[src/hw/rtl/assert_macros.svh]
// ---------------------------------------------------------------------------
// Assertion macros shared by the RTL of the frame tracker.
// Both macros sample on clk_i and are switched off while rst_ni is low.
// ---------------------------------------------------------------------------
`ifndef ASSERT_MACROS_SVH
`define ASSERT_MACROS_SVH

// Property must hold at every clock edge out of reset
`define ASSERT_CLK(label, prop, msg) \
  label: assert property (@(posedge clk_i) disable iff (!rst_ni) prop) else $error(msg);

// Condition must never be seen at a clock edge out of reset
`define ASSERT_NEVER(label, cond, msg) \
  label: assert property (@(posedge clk_i) disable iff (!rst_ni) !(cond)) else $error(msg);

`endif

[src/hw/rtl/mfft_pkg.sv]
`timescale 1ns / 1ps
// ---------------------------------------------------------------------------
// mfft_pkg
// Constants, register codes and shared types of the motor feedback frame
// tracker.
// ---------------------------------------------------------------------------
package mfft_pkg;

  // Motor slots and the identifier of the first one
  localparam int NUM_MOTORS  = 8;
  localparam int BASE_ID     = 513;
  localparam int ID_W        = 11;
  localparam int MOTOR_IDX_W = 3;

  // Encoder and turn tracking
  localparam int ENC_W     = 16;
  localparam int TURN_W    = 16;
  localparam int HALF_TURN = 4096;

  // Configuration
  localparam int RATIO_W          = 10;
  localparam int ANGLE_W          = 41;
  localparam int GEAR_RATIO_RESET = 190;
  localparam int CFG_IDX_W        = 1;

  localparam logic [CFG_IDX_W-1:0] REG_GEAR_RATIO   = 1'b0;
  localparam logic [CFG_IDX_W-1:0] REG_ANGLE_OFFSET = 1'b1;

  // Serial divider: dividend and quotient share one shift register
  localparam int DIV_BITS  = ANGLE_W;
  localparam int DIVISOR_W = RATIO_W + 1;
  localparam int DIV_CNT_W = $clog2(DIV_BITS + 1);

  // Divider status towards the sequencer
  typedef struct packed {
    logic busy;
    logic done;
  } div_stat_t;

endpackage

[src/hw/rtl/mfft_frame_if.sv]
`timescale 1ns / 1ps
// ---------------------------------------------------------------------------
// mfft_frame_if
// Valid/ready channel carrying one received feedback frame per word.
// ---------------------------------------------------------------------------
interface mfft_frame_if;
  logic                        valid;
  logic                        ready;
  logic [mfft_pkg::ID_W-1:0]   frame_id;
  logic [7:0]                  data_byte0;
  logic [7:0]                  data_byte1;
  logic [7:0]                  data_byte2;
  logic [7:0]                  data_byte3;
  logic [7:0]                  data_byte4;
  logic [7:0]                  data_byte5;
  logic [7:0]                  data_byte6;

  modport source (
    output valid, frame_id, data_byte0, data_byte1, data_byte2, data_byte3,
           data_byte4, data_byte5, data_byte6,
    input  ready
  );

  modport sink (
    input  valid, frame_id, data_byte0, data_byte1, data_byte2, data_byte3,
           data_byte4, data_byte5, data_byte6,
    output ready
  );
endinterface

[src/hw/rtl/mfft_result_if.sv]
`timescale 1ns / 1ps
// ---------------------------------------------------------------------------
// mfft_result_if
// Valid/ready channel carrying one unpacked and tracked result per word.
// ---------------------------------------------------------------------------
interface mfft_result_if;
  logic                                    valid;
  logic                                    ready;
  logic                                    frame_valid;
  logic [mfft_pkg::MOTOR_IDX_W-1:0]        motor_index;
  logic [mfft_pkg::ENC_W-1:0]              encoder_count;
  logic signed [15:0]                      rotor_speed;
  logic signed [15:0]                      measured_current;
  logic [7:0]                              temperature;
  logic signed [mfft_pkg::TURN_W-1:0]      turn_count;
  logic signed [mfft_pkg::ANGLE_W-1:0]     output_angle;

  modport source (
    output valid, frame_valid, motor_index, encoder_count, rotor_speed,
           measured_current, temperature, turn_count, output_angle,
    input  ready
  );

  modport sink (
    input  valid, frame_valid, motor_index, encoder_count, rotor_speed,
           measured_current, temperature, turn_count, output_angle,
    output ready
  );
endinterface

[src/hw/rtl/mfft_serial_div.sv]
`timescale 1ns / 1ps
// ---------------------------------------------------------------------------
// mfft_serial_div
// Bit-serial restoring divider: one quotient bit per cycle, DIV_BITS quotient
// bits per division. Dividend bits shift out at the top while quotient bits
// shift in at the bottom of the same register.
// ---------------------------------------------------------------------------
`include "assert_macros.svh"

module mfft_serial_div (
  input  logic                                clk_i,
  input  logic                                rst_ni,
  input  logic                                start_i,
  input  logic [mfft_pkg::DIV_BITS-1:0]       dividend_i,
  input  logic [mfft_pkg::DIVISOR_W-1:0]      divisor_i,
  output mfft_pkg::div_stat_t                 stat_o,
  output logic [mfft_pkg::DIV_BITS-1:0]       quotient_o
);

  logic [mfft_pkg::DIV_BITS-1:0]  quo_q, quo_d;
  logic [mfft_pkg::DIVISOR_W-1:0] rem_q, rem_d;
  logic [mfft_pkg::DIVISOR_W-1:0] dvs_q, dvs_d;
  logic [mfft_pkg::DIV_CNT_W-1:0] cnt_q, cnt_d;
  logic                           busy_q, busy_d;
  logic                           done_q, done_d;

  logic [mfft_pkg::DIVISOR_W:0]   trial;
  logic [mfft_pkg::DIVISOR_W:0]   trial_sub;
  logic                           fits;

  // Trial subtraction of one step
  assign trial     = {rem_q, quo_q[mfft_pkg::DIV_BITS-1]};
  assign trial_sub = trial - {1'b0, dvs_q};
  assign fits      = (trial >= {1'b0, dvs_q});

  // Step sequencing
  always_comb begin
    quo_d  = quo_q;
    rem_d  = rem_q;
    dvs_d  = dvs_q;
    cnt_d  = cnt_q;
    busy_d = busy_q;
    done_d = 1'b0;
    if (start_i) begin
      quo_d  = dividend_i;
      rem_d  = '0;
      dvs_d  = divisor_i;
      cnt_d  = mfft_pkg::DIV_CNT_W'(mfft_pkg::DIV_BITS);
      busy_d = 1'b1;
    end else if (busy_q) begin
      rem_d = fits ? trial_sub[mfft_pkg::DIVISOR_W-1:0]
                   : trial[mfft_pkg::DIVISOR_W-1:0];
      quo_d = {quo_q[mfft_pkg::DIV_BITS-2:0], fits};
      cnt_d = cnt_q - mfft_pkg::DIV_CNT_W'(1);
      if (cnt_q == mfft_pkg::DIV_CNT_W'(1)) begin
        busy_d = 1'b0;
        done_d = 1'b1;
      end
    end
  end

  always_ff @(posedge clk_i or negedge rst_ni) begin
    if (!rst_ni) begin
      quo_q  <= '0;
      rem_q  <= '0;
      dvs_q  <= '0;
      cnt_q  <= '0;
      busy_q <= 1'b0;
      done_q <= 1'b0;
    end else begin
      quo_q  <= quo_d;
      rem_q  <= rem_d;
      dvs_q  <= dvs_d;
      cnt_q  <= cnt_d;
      busy_q <= busy_d;
      done_q <= done_d;
    end
  end

  assign stat_o.busy = busy_q;
  assign stat_o.done = done_q;
  assign quotient_o  = quo_q;

  `ASSERT_CLK(a_done_after_busy, done_q |-> $past(busy_q), "done without a division")
  `ASSERT_NEVER(a_done_and_busy, done_q && busy_q, "done while still busy")
  `ASSERT_CLK(a_rem_below_divisor, busy_q |-> (rem_q < dvs_q || dvs_q == '0),
              "partial remainder not reduced")

endmodule

[src/hw/rtl/motor_feedback_frame_tracker.sv]
`timescale 1ns / 1ps
// ---------------------------------------------------------------------------
// motor_feedback_frame_tracker
// Unpacks motor feedback frames, unwraps the encoder into a turn count per
// motor and reports the output shaft angle in Q24.16 degrees.
// ---------------------------------------------------------------------------
// One frame is worked on at a time. A frame for a known motor passes from
// its acceptance to the next acceptance through these steps: take the frame
// and update the turn count; form the magnitude of the rotor position and
// scale it by shift and add; divide by twice the gear ratio in the
// bit-serial divider (41 quotient bits at one a cycle), which then hands
// the quotient back; and apply sign, offset and saturation. A frame with an
// unknown identifier skips the arithmetic and leaves the motor state alone.
// Results wait in an output register, so the next frame is taken while the
// last result is still on offer; only a second finished result waits for
// the first to be taken. The user must write gear ratio and angle offset
// through the plain write port only while idle; the block does not enforce
// this. A gear ratio of zero acts as one. All motor state is zero after
// reset.
// ---------------------------------------------------------------------------
`include "assert_macros.svh"

module motor_feedback_frame_tracker (
  input  logic                                   clk_i,
  input  logic                                   rst_ni,
  input  logic                                   cfg_we_i,
  input  logic [mfft_pkg::CFG_IDX_W-1:0]         cfg_idx_i,
  input  logic [mfft_pkg::ANGLE_W-1:0]           cfg_wdata_i,
  mfft_frame_if.sink                             frame_i,
  mfft_result_if.source                          result_o
);

  typedef enum logic [3:0] {
    ST_IDLE,
    ST_SUM,
    ST_ABS,
    ST_MUL5,
    ST_MUL9,
    ST_LOAD,
    ST_DIVIDE,
    ST_SIGN,
    ST_FINISH
  } state_e;

  localparam int AW = mfft_pkg::ANGLE_W;

  // Configuration registers
  logic [mfft_pkg::RATIO_W-1:0] gear_q;
  logic [AW-1:0]                offset_q;

  // Per-motor state
  logic [mfft_pkg::ENC_W-1:0]  last_enc_q [mfft_pkg::NUM_MOTORS];
  logic [mfft_pkg::TURN_W-1:0] turns_q    [mfft_pkg::NUM_MOTORS];

  // Sequencer and working registers
  state_e                          state_q, state_d;
  logic [AW-1:0]                   acc_q, acc_d;
  logic                            neg_q, neg_d;
  logic                            fv_q, fv_d;
  logic [mfft_pkg::MOTOR_IDX_W-1:0] slot_q, slot_d;
  logic [mfft_pkg::ENC_W-1:0]      enc_q, enc_d;
  logic [15:0]                     speed_q, speed_d;
  logic [15:0]                     cur_q, cur_d;
  logic [7:0]                      temp_q, temp_d;
  logic [mfft_pkg::TURN_W-1:0]     tcnt_q, tcnt_d;

  // Output register
  logic                            out_valid_q, out_valid_d;
  logic                            out_fv_q, out_fv_d;
  logic [mfft_pkg::MOTOR_IDX_W-1:0] out_slot_q, out_slot_d;
  logic [mfft_pkg::ENC_W-1:0]      out_enc_q, out_enc_d;
  logic [15:0]                     out_speed_q, out_speed_d;
  logic [15:0]                     out_cur_q, out_cur_d;
  logic [7:0]                      out_temp_q, out_temp_d;
  logic [mfft_pkg::TURN_W-1:0]     out_turns_q, out_turns_d;
  logic [AW-1:0]                   out_angle_q, out_angle_d;

  // Frame decode and turn update
  logic                            frame_ready;
  logic                            frame_accept;
  logic                            res_take;
  logic [mfft_pkg::ID_W:0]         id_off;
  logic                            id_ok;
  logic [mfft_pkg::MOTOR_IDX_W-1:0] slot_in;
  logic [mfft_pkg::ENC_W-1:0]      enc_in;
  logic [mfft_pkg::ENC_W-1:0]      last_sel;
  logic [mfft_pkg::TURN_W-1:0]     turn_sel;
  logic [mfft_pkg::ENC_W:0]        enc_diff;
  logic [mfft_pkg::TURN_W-1:0]     turn_new;
  logic                            state_upd;

  // Arithmetic
  logic [mfft_pkg::RATIO_W-1:0]    ratio_eff;
  logic [AW-1:0]                   dividend;
  logic                            div_start;
  mfft_pkg::div_stat_t             div_stat;
  logic [AW-1:0]                   div_quot;
  logic [AW:0]                     ang_diff;
  logic [AW-1:0]                   ang_sat;

  assign frame_ready   = (state_q == ST_IDLE);
  assign frame_i.ready = frame_ready;
  assign frame_accept  = frame_i.valid && frame_ready;
  assign res_take      = out_valid_q && result_o.ready;

  // Decode the identifier into a motor slot
  assign id_off  = {1'b0, frame_i.frame_id} - (mfft_pkg::ID_W + 1)'(mfft_pkg::BASE_ID);
  assign id_ok   = !id_off[mfft_pkg::ID_W] &&
                   (id_off < (mfft_pkg::ID_W + 1)'(mfft_pkg::NUM_MOTORS));
  assign slot_in = id_off[mfft_pkg::MOTOR_IDX_W-1:0];
  assign enc_in  = {frame_i.data_byte0, frame_i.data_byte1};

  // Compare with the last encoder and step the turn count, saturating
  assign last_sel = last_enc_q[slot_in];
  assign turn_sel = turns_q[slot_in];
  assign enc_diff = {1'b0, enc_in} - {1'b0, last_sel};

  always_comb begin
    turn_new = turn_sel;
    if ($signed(enc_diff) > $signed((mfft_pkg::ENC_W + 1)'(mfft_pkg::HALF_TURN))) begin
      if (turn_sel != {1'b1, {(mfft_pkg::TURN_W-1){1'b0}}}) begin
        turn_new = turn_sel - mfft_pkg::TURN_W'(1);
      end
    end else if ($signed(enc_diff) <
                 -$signed((mfft_pkg::ENC_W + 1)'(mfft_pkg::HALF_TURN))) begin
      if (turn_sel != {1'b0, {(mfft_pkg::TURN_W-1){1'b1}}}) begin
        turn_new = turn_sel + mfft_pkg::TURN_W'(1);
      end
    end
  end

  assign state_upd = frame_accept && id_ok;

  // Hold the per-motor encoder and turn count
  always_ff @(posedge clk_i or negedge rst_ni) begin
    if (!rst_ni) begin
      for (int i = 0; i < mfft_pkg::NUM_MOTORS; i++) begin
        last_enc_q[i] <= '0;
        turns_q[i]    <= '0;
      end
    end else if (state_upd) begin
      last_enc_q[slot_in] <= enc_in;
      turns_q[slot_in]    <= turn_new;
    end
  end

  // Take configuration writes
  always_ff @(posedge clk_i or negedge rst_ni) begin
    if (!rst_ni) begin
      gear_q   <= mfft_pkg::RATIO_W'(mfft_pkg::GEAR_RATIO_RESET);
      offset_q <= '0;
    end else if (cfg_we_i) begin
      unique case (cfg_idx_i)
        mfft_pkg::REG_GEAR_RATIO:   gear_q   <= cfg_wdata_i[mfft_pkg::RATIO_W-1:0];
        mfft_pkg::REG_ANGLE_OFFSET: offset_q <= cfg_wdata_i;
      endcase
    end
  end

  // Dividend is twice the scaled magnitude plus the ratio, for rounding
  assign ratio_eff = (gear_q == '0) ? mfft_pkg::RATIO_W'(1) : gear_q;
  assign dividend  = {acc_q[AW-8:0], 7'b0} + {{(AW - mfft_pkg::RATIO_W){1'b0}}, ratio_eff};
  assign div_start = (state_q == ST_LOAD);

  mfft_serial_div u_div (
    .clk_i      (clk_i),
    .rst_ni     (rst_ni),
    .start_i    (div_start),
    .dividend_i (dividend),
    .divisor_i  ({ratio_eff, 1'b0}),
    .stat_o     (div_stat),
    .quotient_o (div_quot)
  );

  // Subtract the offset and clamp to the angle range
  assign ang_diff = {acc_q[AW-1], acc_q} - {offset_q[AW-1], offset_q};
  always_comb begin
    if (ang_diff[AW] != ang_diff[AW-1]) begin
      ang_sat = ang_diff[AW] ? {1'b1, {(AW-1){1'b0}}} : {1'b0, {(AW-1){1'b1}}};
    end else begin
      ang_sat = ang_diff[AW-1:0];
    end
  end

  // Sequence one frame through scaling, division and output
  always_comb begin
    state_d     = state_q;
    acc_d       = acc_q;
    neg_d       = neg_q;
    fv_d        = fv_q;
    slot_d      = slot_q;
    enc_d       = enc_q;
    speed_d     = speed_q;
    cur_d       = cur_q;
    temp_d      = temp_q;
    tcnt_d      = tcnt_q;
    out_valid_d = res_take ? 1'b0 : out_valid_q;
    out_fv_d    = out_fv_q;
    out_slot_d  = out_slot_q;
    out_enc_d   = out_enc_q;
    out_speed_d = out_speed_q;
    out_cur_d   = out_cur_q;
    out_temp_d  = out_temp_q;
    out_turns_d = out_turns_q;
    out_angle_d = out_angle_q;

    unique case (state_q)
      ST_IDLE: begin
        if (frame_accept) begin
          fv_d    = id_ok;
          slot_d  = slot_in;
          enc_d   = enc_in;
          speed_d = {frame_i.data_byte2, frame_i.data_byte3};
          cur_d   = {frame_i.data_byte4, frame_i.data_byte5};
          temp_d  = frame_i.data_byte6;
          tcnt_d  = turn_new;
          state_d = id_ok ? ST_SUM : ST_FINISH;
        end
      end
      ST_SUM: begin
        acc_d   = {{(AW - mfft_pkg::TURN_W - 13){tcnt_q[mfft_pkg::TURN_W-1]}}, tcnt_q, 13'b0}
                + {{(AW - mfft_pkg::ENC_W){1'b0}}, enc_q};
        state_d = ST_ABS;
      end
      ST_ABS: begin
        neg_d   = acc_q[AW-1];
        acc_d   = acc_q[AW-1] ? (~acc_q + AW'(1)) : acc_q;
        state_d = ST_MUL5;
      end
      ST_MUL5: begin
        acc_d   = {acc_q[AW-3:0], 2'b0} + acc_q;
        state_d = ST_MUL9;
      end
      ST_MUL9: begin
        acc_d   = {acc_q[AW-4:0], 3'b0} + acc_q;
        state_d = ST_LOAD;
      end
      ST_LOAD: begin
        state_d = ST_DIVIDE;
      end
      ST_DIVIDE: begin
        if (div_stat.done) begin
          acc_d   = div_quot;
          state_d = ST_SIGN;
        end
      end
      ST_SIGN: begin
        acc_d   = neg_q ? (~acc_q + AW'(1)) : acc_q;
        state_d = ST_FINISH;
      end
      ST_FINISH: begin
        if (!out_valid_q || result_o.ready) begin
          out_valid_d = 1'b1;
          out_fv_d    = fv_q;
          out_slot_d  = fv_q ? slot_q  : '0;
          out_enc_d   = fv_q ? enc_q   : '0;
          out_speed_d = fv_q ? speed_q : '0;
          out_cur_d   = fv_q ? cur_q   : '0;
          out_temp_d  = fv_q ? temp_q  : '0;
          out_turns_d = fv_q ? tcnt_q  : '0;
          out_angle_d = fv_q ? ang_sat : '0;
          state_d     = ST_IDLE;
        end
      end
      default: begin
        state_d = ST_IDLE;
      end
    endcase
  end

  always_ff @(posedge clk_i or negedge rst_ni) begin
    if (!rst_ni) begin
      state_q     <= ST_IDLE;
      acc_q       <= '0;
      neg_q       <= 1'b0;
      fv_q        <= 1'b0;
      slot_q      <= '0;
      enc_q       <= '0;
      speed_q     <= '0;
      cur_q       <= '0;
      temp_q      <= '0;
      tcnt_q      <= '0;
      out_valid_q <= 1'b0;
      out_fv_q    <= 1'b0;
      out_slot_q  <= '0;
      out_enc_q   <= '0;
      out_speed_q <= '0;
      out_cur_q   <= '0;
      out_temp_q  <= '0;
      out_turns_q <= '0;
      out_angle_q <= '0;
    end else begin
      state_q     <= state_d;
      acc_q       <= acc_d;
      neg_q       <= neg_d;
      fv_q        <= fv_d;
      slot_q      <= slot_d;
      enc_q       <= enc_d;
      speed_q     <= speed_d;
      cur_q       <= cur_d;
      temp_q      <= temp_d;
      tcnt_q      <= tcnt_d;
      out_valid_q <= out_valid_d;
      out_fv_q    <= out_fv_d;
      out_slot_q  <= out_slot_d;
      out_enc_q   <= out_enc_d;
      out_speed_q <= out_speed_d;
      out_cur_q   <= out_cur_d;
      out_temp_q  <= out_temp_d;
      out_turns_q <= out_turns_d;
      out_angle_q <= out_angle_d;
    end
  end

  // Drive the result word
  assign result_o.valid            = out_valid_q;
  assign result_o.frame_valid      = out_fv_q;
  assign result_o.motor_index      = out_slot_q;
  assign result_o.encoder_count    = out_enc_q;
  assign result_o.rotor_speed      = $signed(out_speed_q);
  assign result_o.measured_current = $signed(out_cur_q);
  assign result_o.temperature      = out_temp_q;
  assign result_o.turn_count       = $signed(out_turns_q);
  assign result_o.output_angle     = $signed(out_angle_q);

  `ASSERT_NEVER(a_start_while_busy, div_start && div_stat.busy, "divider restarted while busy")
  `ASSERT_CLK(a_divide_tracks_div, (state_q == ST_DIVIDE) |-> (div_stat.busy || div_stat.done),
              "sequencer waits on an idle divider")
  `ASSERT_CLK(a_reject_skips, (frame_accept && !id_ok) |=> (state_q == ST_FINISH && !fv_q),
              "unknown identifier entered the arithmetic")
  `ASSERT_CLK(a_reject_zero, (out_valid_q && !out_fv_q) |-> (out_angle_q == '0 && out_turns_q == '0),
              "rejected frame carries data")

endmodule

[src/flat_wrapper.sv]
// flat-port wrapper written by rule: the top's interface ports become plain ports
module motor_feedback_frame_tracker_flat 
  (clk_i, rst_ni, cfg_we_i, cfg_idx_i, cfg_wdata_i, frame_i_valid, frame_i_frame_id, frame_i_data_byte0, frame_i_data_byte1, frame_i_data_byte2, frame_i_data_byte3, frame_i_data_byte4, frame_i_data_byte5, frame_i_data_byte6, frame_i_ready, result_o_valid, result_o_frame_valid, result_o_motor_index, result_o_encoder_count, result_o_rotor_speed, result_o_measured_current, result_o_temperature, result_o_turn_count, result_o_output_angle, result_o_ready);
  mfft_frame_if frame_i_i ();
  mfft_result_if result_o_i ();
  input  logic clk_i;
  input  logic rst_ni;
  input  logic cfg_we_i;
  input  logic [mfft_pkg::CFG_IDX_W-1:0] cfg_idx_i;
  input  logic [mfft_pkg::ANGLE_W-1:0] cfg_wdata_i;
  input wire logic [$bits(frame_i_i.valid)-1:0] frame_i_valid;
  input wire logic [$bits(frame_i_i.frame_id)-1:0] frame_i_frame_id;
  input wire logic [$bits(frame_i_i.data_byte0)-1:0] frame_i_data_byte0;
  input wire logic [$bits(frame_i_i.data_byte1)-1:0] frame_i_data_byte1;
  input wire logic [$bits(frame_i_i.data_byte2)-1:0] frame_i_data_byte2;
  input wire logic [$bits(frame_i_i.data_byte3)-1:0] frame_i_data_byte3;
  input wire logic [$bits(frame_i_i.data_byte4)-1:0] frame_i_data_byte4;
  input wire logic [$bits(frame_i_i.data_byte5)-1:0] frame_i_data_byte5;
  input wire logic [$bits(frame_i_i.data_byte6)-1:0] frame_i_data_byte6;
  output wire logic [$bits(frame_i_i.ready)-1:0] frame_i_ready;
  output wire logic [$bits(result_o_i.valid)-1:0] result_o_valid;
  output wire logic [$bits(result_o_i.frame_valid)-1:0] result_o_frame_valid;
  output wire logic [$bits(result_o_i.motor_index)-1:0] result_o_motor_index;
  output wire logic [$bits(result_o_i.encoder_count)-1:0] result_o_encoder_count;
  output wire logic [$bits(result_o_i.rotor_speed)-1:0] result_o_rotor_speed;
  output wire logic [$bits(result_o_i.measured_current)-1:0] result_o_measured_current;
  output wire logic [$bits(result_o_i.temperature)-1:0] result_o_temperature;
  output wire logic [$bits(result_o_i.turn_count)-1:0] result_o_turn_count;
  output wire logic [$bits(result_o_i.output_angle)-1:0] result_o_output_angle;
  input wire logic [$bits(result_o_i.ready)-1:0] result_o_ready;
  assign frame_i_i.valid = frame_i_valid;
  assign frame_i_i.frame_id = frame_i_frame_id;
  assign frame_i_i.data_byte0 = frame_i_data_byte0;
  assign frame_i_i.data_byte1 = frame_i_data_byte1;
  assign frame_i_i.data_byte2 = frame_i_data_byte2;
  assign frame_i_i.data_byte3 = frame_i_data_byte3;
  assign frame_i_i.data_byte4 = frame_i_data_byte4;
  assign frame_i_i.data_byte5 = frame_i_data_byte5;
  assign frame_i_i.data_byte6 = frame_i_data_byte6;
  assign frame_i_ready = frame_i_i.ready;
  assign result_o_valid = result_o_i.valid;
  assign result_o_frame_valid = result_o_i.frame_valid;
  assign result_o_motor_index = result_o_i.motor_index;
  assign result_o_encoder_count = result_o_i.encoder_count;
  assign result_o_rotor_speed = result_o_i.rotor_speed;
  assign result_o_measured_current = result_o_i.measured_current;
  assign result_o_temperature = result_o_i.temperature;
  assign result_o_turn_count = result_o_i.turn_count;
  assign result_o_output_angle = result_o_i.output_angle;
  assign result_o_i.ready = result_o_ready;
  motor_feedback_frame_tracker u_core (.clk_i(clk_i), .rst_ni(rst_ni), .cfg_we_i(cfg_we_i), .cfg_idx_i(cfg_idx_i), .cfg_wdata_i(cfg_wdata_i), .frame_i(frame_i_i), .result_o(result_o_i));
endmodule
[config.mk]
export PLATFORM = sky130hd
export DESIGN_NAME = motor_feedback_frame_tracker_flat
export DESIGN_NICKNAME = d
export VERILOG_FILES = /design/src/hw/rtl/mfft_pkg.sv /design/src/hw/rtl/mfft_frame_if.sv /design/src/hw/rtl/mfft_result_if.sv /design/src/hw/rtl/mfft_serial_div.sv /design/src/hw/rtl/motor_feedback_frame_tracker.sv /design/src/flat_wrapper.sv
export VERILOG_INCLUDE_DIRS = /design/src /design/src/hw/rtl
export SDC_FILE = /design/constraint.sdc
export NUM_CORES = 2
export LEC_CHECK = 0
export BUFFER_PORTS_ARGS = -buffer_cell sky130_fd_sc_hd__buf_2
export CAP_MARGIN = 20
export CORE_MARGIN = 1.5
export CORE_UTILIZATION = 27
export CTS_CLUSTER_DIAMETER = 30
export CTS_CLUSTER_SIZE = 10
export DETAILED_ROUTE_END_ITERATION = 6
export GPL_ROUTABILITY_DRIVEN = 0
export HOLD_SLACK_MARGIN = 0.06
export PLACE_DENSITY = 0.4
export SLEW_MARGIN = 25
export SYNTH_ARGS = -nofsm -noshare
export SYNTH_HDL_FRONTEND = slang
export SYNTH_SLANG_ARGS = --single-unit
[constraint.sdc]
create_clock -name clk_i -period 5.4 [get_ports clk_i]
set_input_delay 0.27 -clock clk_i [delete_from_list [all_inputs] [get_ports clk_i]]
set_output_delay 0.27 -clock clk_i [all_outputs]
set_load 0.01 [all_outputs]
==> summary.md <==
| Metric | Value |
|---|---|
| DR iter-0 viols | `2,108` |
| TritonCTS Buffers | `188` |
| Top post-synthesis cells by area | `dfrtp_1 (42%), nand2_1 (7.2%), mux2_2 (5.7%), ha_1 (5.4%), a21oi_1 (4.0%)` |
| Core area | `133,000 um2` |
| R2r startpoint | `u_core.acc_q[0]` |
| Hold/Removal Path Class | `input pin to asynchronous set/reset pin` |
| Critical Path End Type | `flip-flop` |
| Synthesized cell area | `36,300 um2` |
| Syn nets | `4,225` |
| Largest net degree at the start of global routing | `145` |
| Number of flops mapped to enable cells by yosys | `0` |
| Avg WL per Cell | `21.2 um` |
| Unrepaired setup endpoints after global routing | `false` |
| WP data arrival | `5.35 ns` |
| Worst rel slew slack | `34.9%` |
| Routed Antenna Nets | `0` |
| Largest area contributor in the netlist | `dfrtp_1` |
| DRT Pass-1 Iters | `6` |
| PD cells | `495 nW/um2` |
| Post-route clock period utilization | `87.7%` |
| R2r endpoint | `u_core.acc_q[40]` |
| Max Clock Skew | `0.0615 ns` |
| Initial antenna violation count | `4` |
| Slew @ Worst Pin | `0.976 ns` |
| CP startpoint | `u_core.acc_q[0]` |
| Clk slew on worst S/H paths | `0.04 ns` |
| Synth Area in Adders | `5.82%` |
| Worst path required time | `6.01 ns` |
| Seq/Total Area, Yosys | `42.5%` |
| Mapped Cells | `3,947` |
| Die X | `370 um` |
| Post-layout util | `35.7%` |
| Yosys warning count | `0` |
| Slew Limit Fails | `0` |
| CTS max path bufs | `3` |
| Startpoint Class | `flip-flop` |
| Final wirelength | `133,000 um` |
| Num ports | `233` |
| F_max | `211 MHz` |
| Cell Count, Final, Fillers Out | `6,287` |
| Worst R2R Path Depth | `17` |
| DP Cell Count | `5,840` |
| Mean Syn Cell Area | `9.21 um2` |
| Met1 wire length | `63,400 um` |
| Critical path peak fanout | `4` |
| Via density | `5.00` |
| Crit path to | `u_core.acc_q[40]` |
| Worst VDD drop | `0.257 mV` |
| Tot GR Track Use | `19.4%` |
| Congestion Overflow GR | `0` |
| Yosys top cell area share | `42.1%` |
| Met3 wire length | `5820 um` |
| Worst-skew pair later-pin latency | `0.79 ns` |
| Share of layout cells above drive strength 1 | `21.2%` |
| Nets | `4,642` |
| Final hold violations | `0` |
| CTS tree | `built` |
| Starting Density | `27.2%` |
| Yosys cell types | `84` |
| H-tree depth | `4` |
| DP HPWL | `93,200 um` |
| P&R area growth vs syn | `31.2%` |
| Synth Area in XOR/XNOR | `4.84%` |
| Fin crit period | `4.74 ns` |
| Postcts setup bufs | `0` |
| Die H | `370 um` |
| Metal2 WL | `61,500 um` |
| Status | `finished, final reports clean` |
| Residual DRC | `0` |
| Post-CTS Hold Buffers | `102` |
| Die ar. | `137,000 um2` |
| Post-synthesis compound-gate area fraction | `16.8%` |
| Setup violations, final | `0` |
| Vias in the first global route | `32,100` |
| Async SR Flop Fraction | `100%` |
| Worst Setup Path Type | `flip-flop to flip-flop` |
| # rows | `134` |
| Ys flop type | `dfrtp_1` |
| First-pass GRT wire length | `204,000 um` |
| Root Buffer | `clkbuf_16` |
| Max-Cap Viols | `0` |
| Number of synthesized register bits | `617` |
| R2R Setup Slk | `0.66 ns` |
| Largest family of logic cells by synthesized area | `compound AO/OA/AOI/OAI gates` |
| Num Clock Sinks | `617` |
| Simple-gate share of the synthesized area | `16.5%` |
| Highest metal used | `met4` |
| Via count | `31,500` |
| Post-synthesis mux area share | `9.81%` |
| Setup tns final | `0 ns` |
| Static Leakage | `22.9 nW` |
| Port-buffer cells | `232` |
| CTS resizes | `0` |
[how the worst min path moves through the flow]
stage	cells past startpoint	to
global placement	1	u_core.offset_q[8]
CTS	2	u_core.u_div.dvs_q[8]
detailed placement	1	u_core.gear_q[8]
finish	2	u_core.u_div.rem_q[5]
floorplan	0	u_core.acc_q[0]
global route	2	u_core.u_div.rem_q[5]
[synthesized netlist by cell type (all sizes together), types with 22 or more instances]
library cell and instances:
nand2 697, dfrtp 611, a21oi 290, nor2 251
o21ai 250, clkbuf 195, mux2 185, ha 157
nand3 148, xnor2 123, inv 113, xor2 77
a21o 76, mux2i 76, nor3 55, buf 44
a221oi 41, a221o 39, nand4 37, a31oi 36
mux4 32, and3 29, o21a 29, nor2b 26
a211oi 23, nand2b 22, or3 22
[sequential cells by signal (all words and copies together), names as in the netlist, 41 cells and up]
name                          flops
u_core.result_o.output_angle     41
u_core.offset_q                  41
u_core.turns_q                  128
u_core.acc_q                     41
u_core.u_div.quotient_o          41
u_core.last_enc_q               128
[final cells by class]
cell class	count	area, um2
clock buffers	267	5440
fillers	13700	85800
multi-input cells	2978	19700
clock inverters	77	1150
repair buffers	466	3270
well taps	1768	2210
flip-flops and latches	617	15500
inverters	113	424
diodes	1	2.50
[stage by stage]
stage	hold WS [ns]	power (mW)	worst slack, ns	area (um2)
CTS	0.0692	23.9	0.567	47700
finish	0.0597	23.6	0.664	47700
floorplan	-0.0256	9.95	0.0180	36400
global route	0.0867	24.9	0.338	47700
detailed placement	0.302	12.4	0.0756	40100
global placement	0.302	12.4	0.135	40100
[metal layers]
metal	vias to the layer above	GRT usage [%]
li1	15000	-
met4	0	5.21
met3	162	3.08
met2	679	31.1
met5	-	0
met1	15600	27.1
[report_power, final]
group | switching [mW] | total (mW) | internal [mW]
clock network | 3.34 | 11.2 | 7.86
logic | 4.09 | 6.54 | 2.45
registers | 0.768 | 5.88 | 5.11
[logic make-up (layout without fill, tap and decap cells)]
family,after synthesis,after routing
xor gates and xnor gates,200,200
and+or+nand+nor,1365,1365
DFF,617,617
AOI/OAI and AO/OA,955,955
other,0,1
adders and majority gates,165,165
buffers and inverters,352,923
muxes,293,293
[critical path: stages, from the launching register on]
cell and delay [ns]:
dfrtp_1 0.38, inv_1 0.14, ha_1 0.21, nor3b_1 0.38, nand3_1 0.24, or4_1 0.62
or4_1 0.56, or3_1 0.44, nor3_1 0.21, buf_4 0.19, ha_1 0.12, o22ai_1 0.08
a21oi_1 0.19, buf_4 0.13, nand2_1 0.15, a311oi_1 0.24, nand3_1 0.15, a2bb2oi_1 0.17
[placed cells by master (no fill, tap or decap), drive strengths merged, types with 37 or more instances in the layout]
master,synthesis,routed
xnor2,123,123
dfrtp,611,611
a21o,76,76
nor3,55,55
inv,113,119
a21oi,290,290
nand3,148,148
clkinv,0,44
a221oi,41,41
mux2,185,185
ha,157,157
xor2,77,77
clkbuf,195,267
nor2,251,251
nand2,697,697
dlygate4sd3,0,102
nand4,37,37
buf,44,364
mux2i,76,76
a221o,39,39
o21ai,250,250
(Power assumes the default switching activity.)
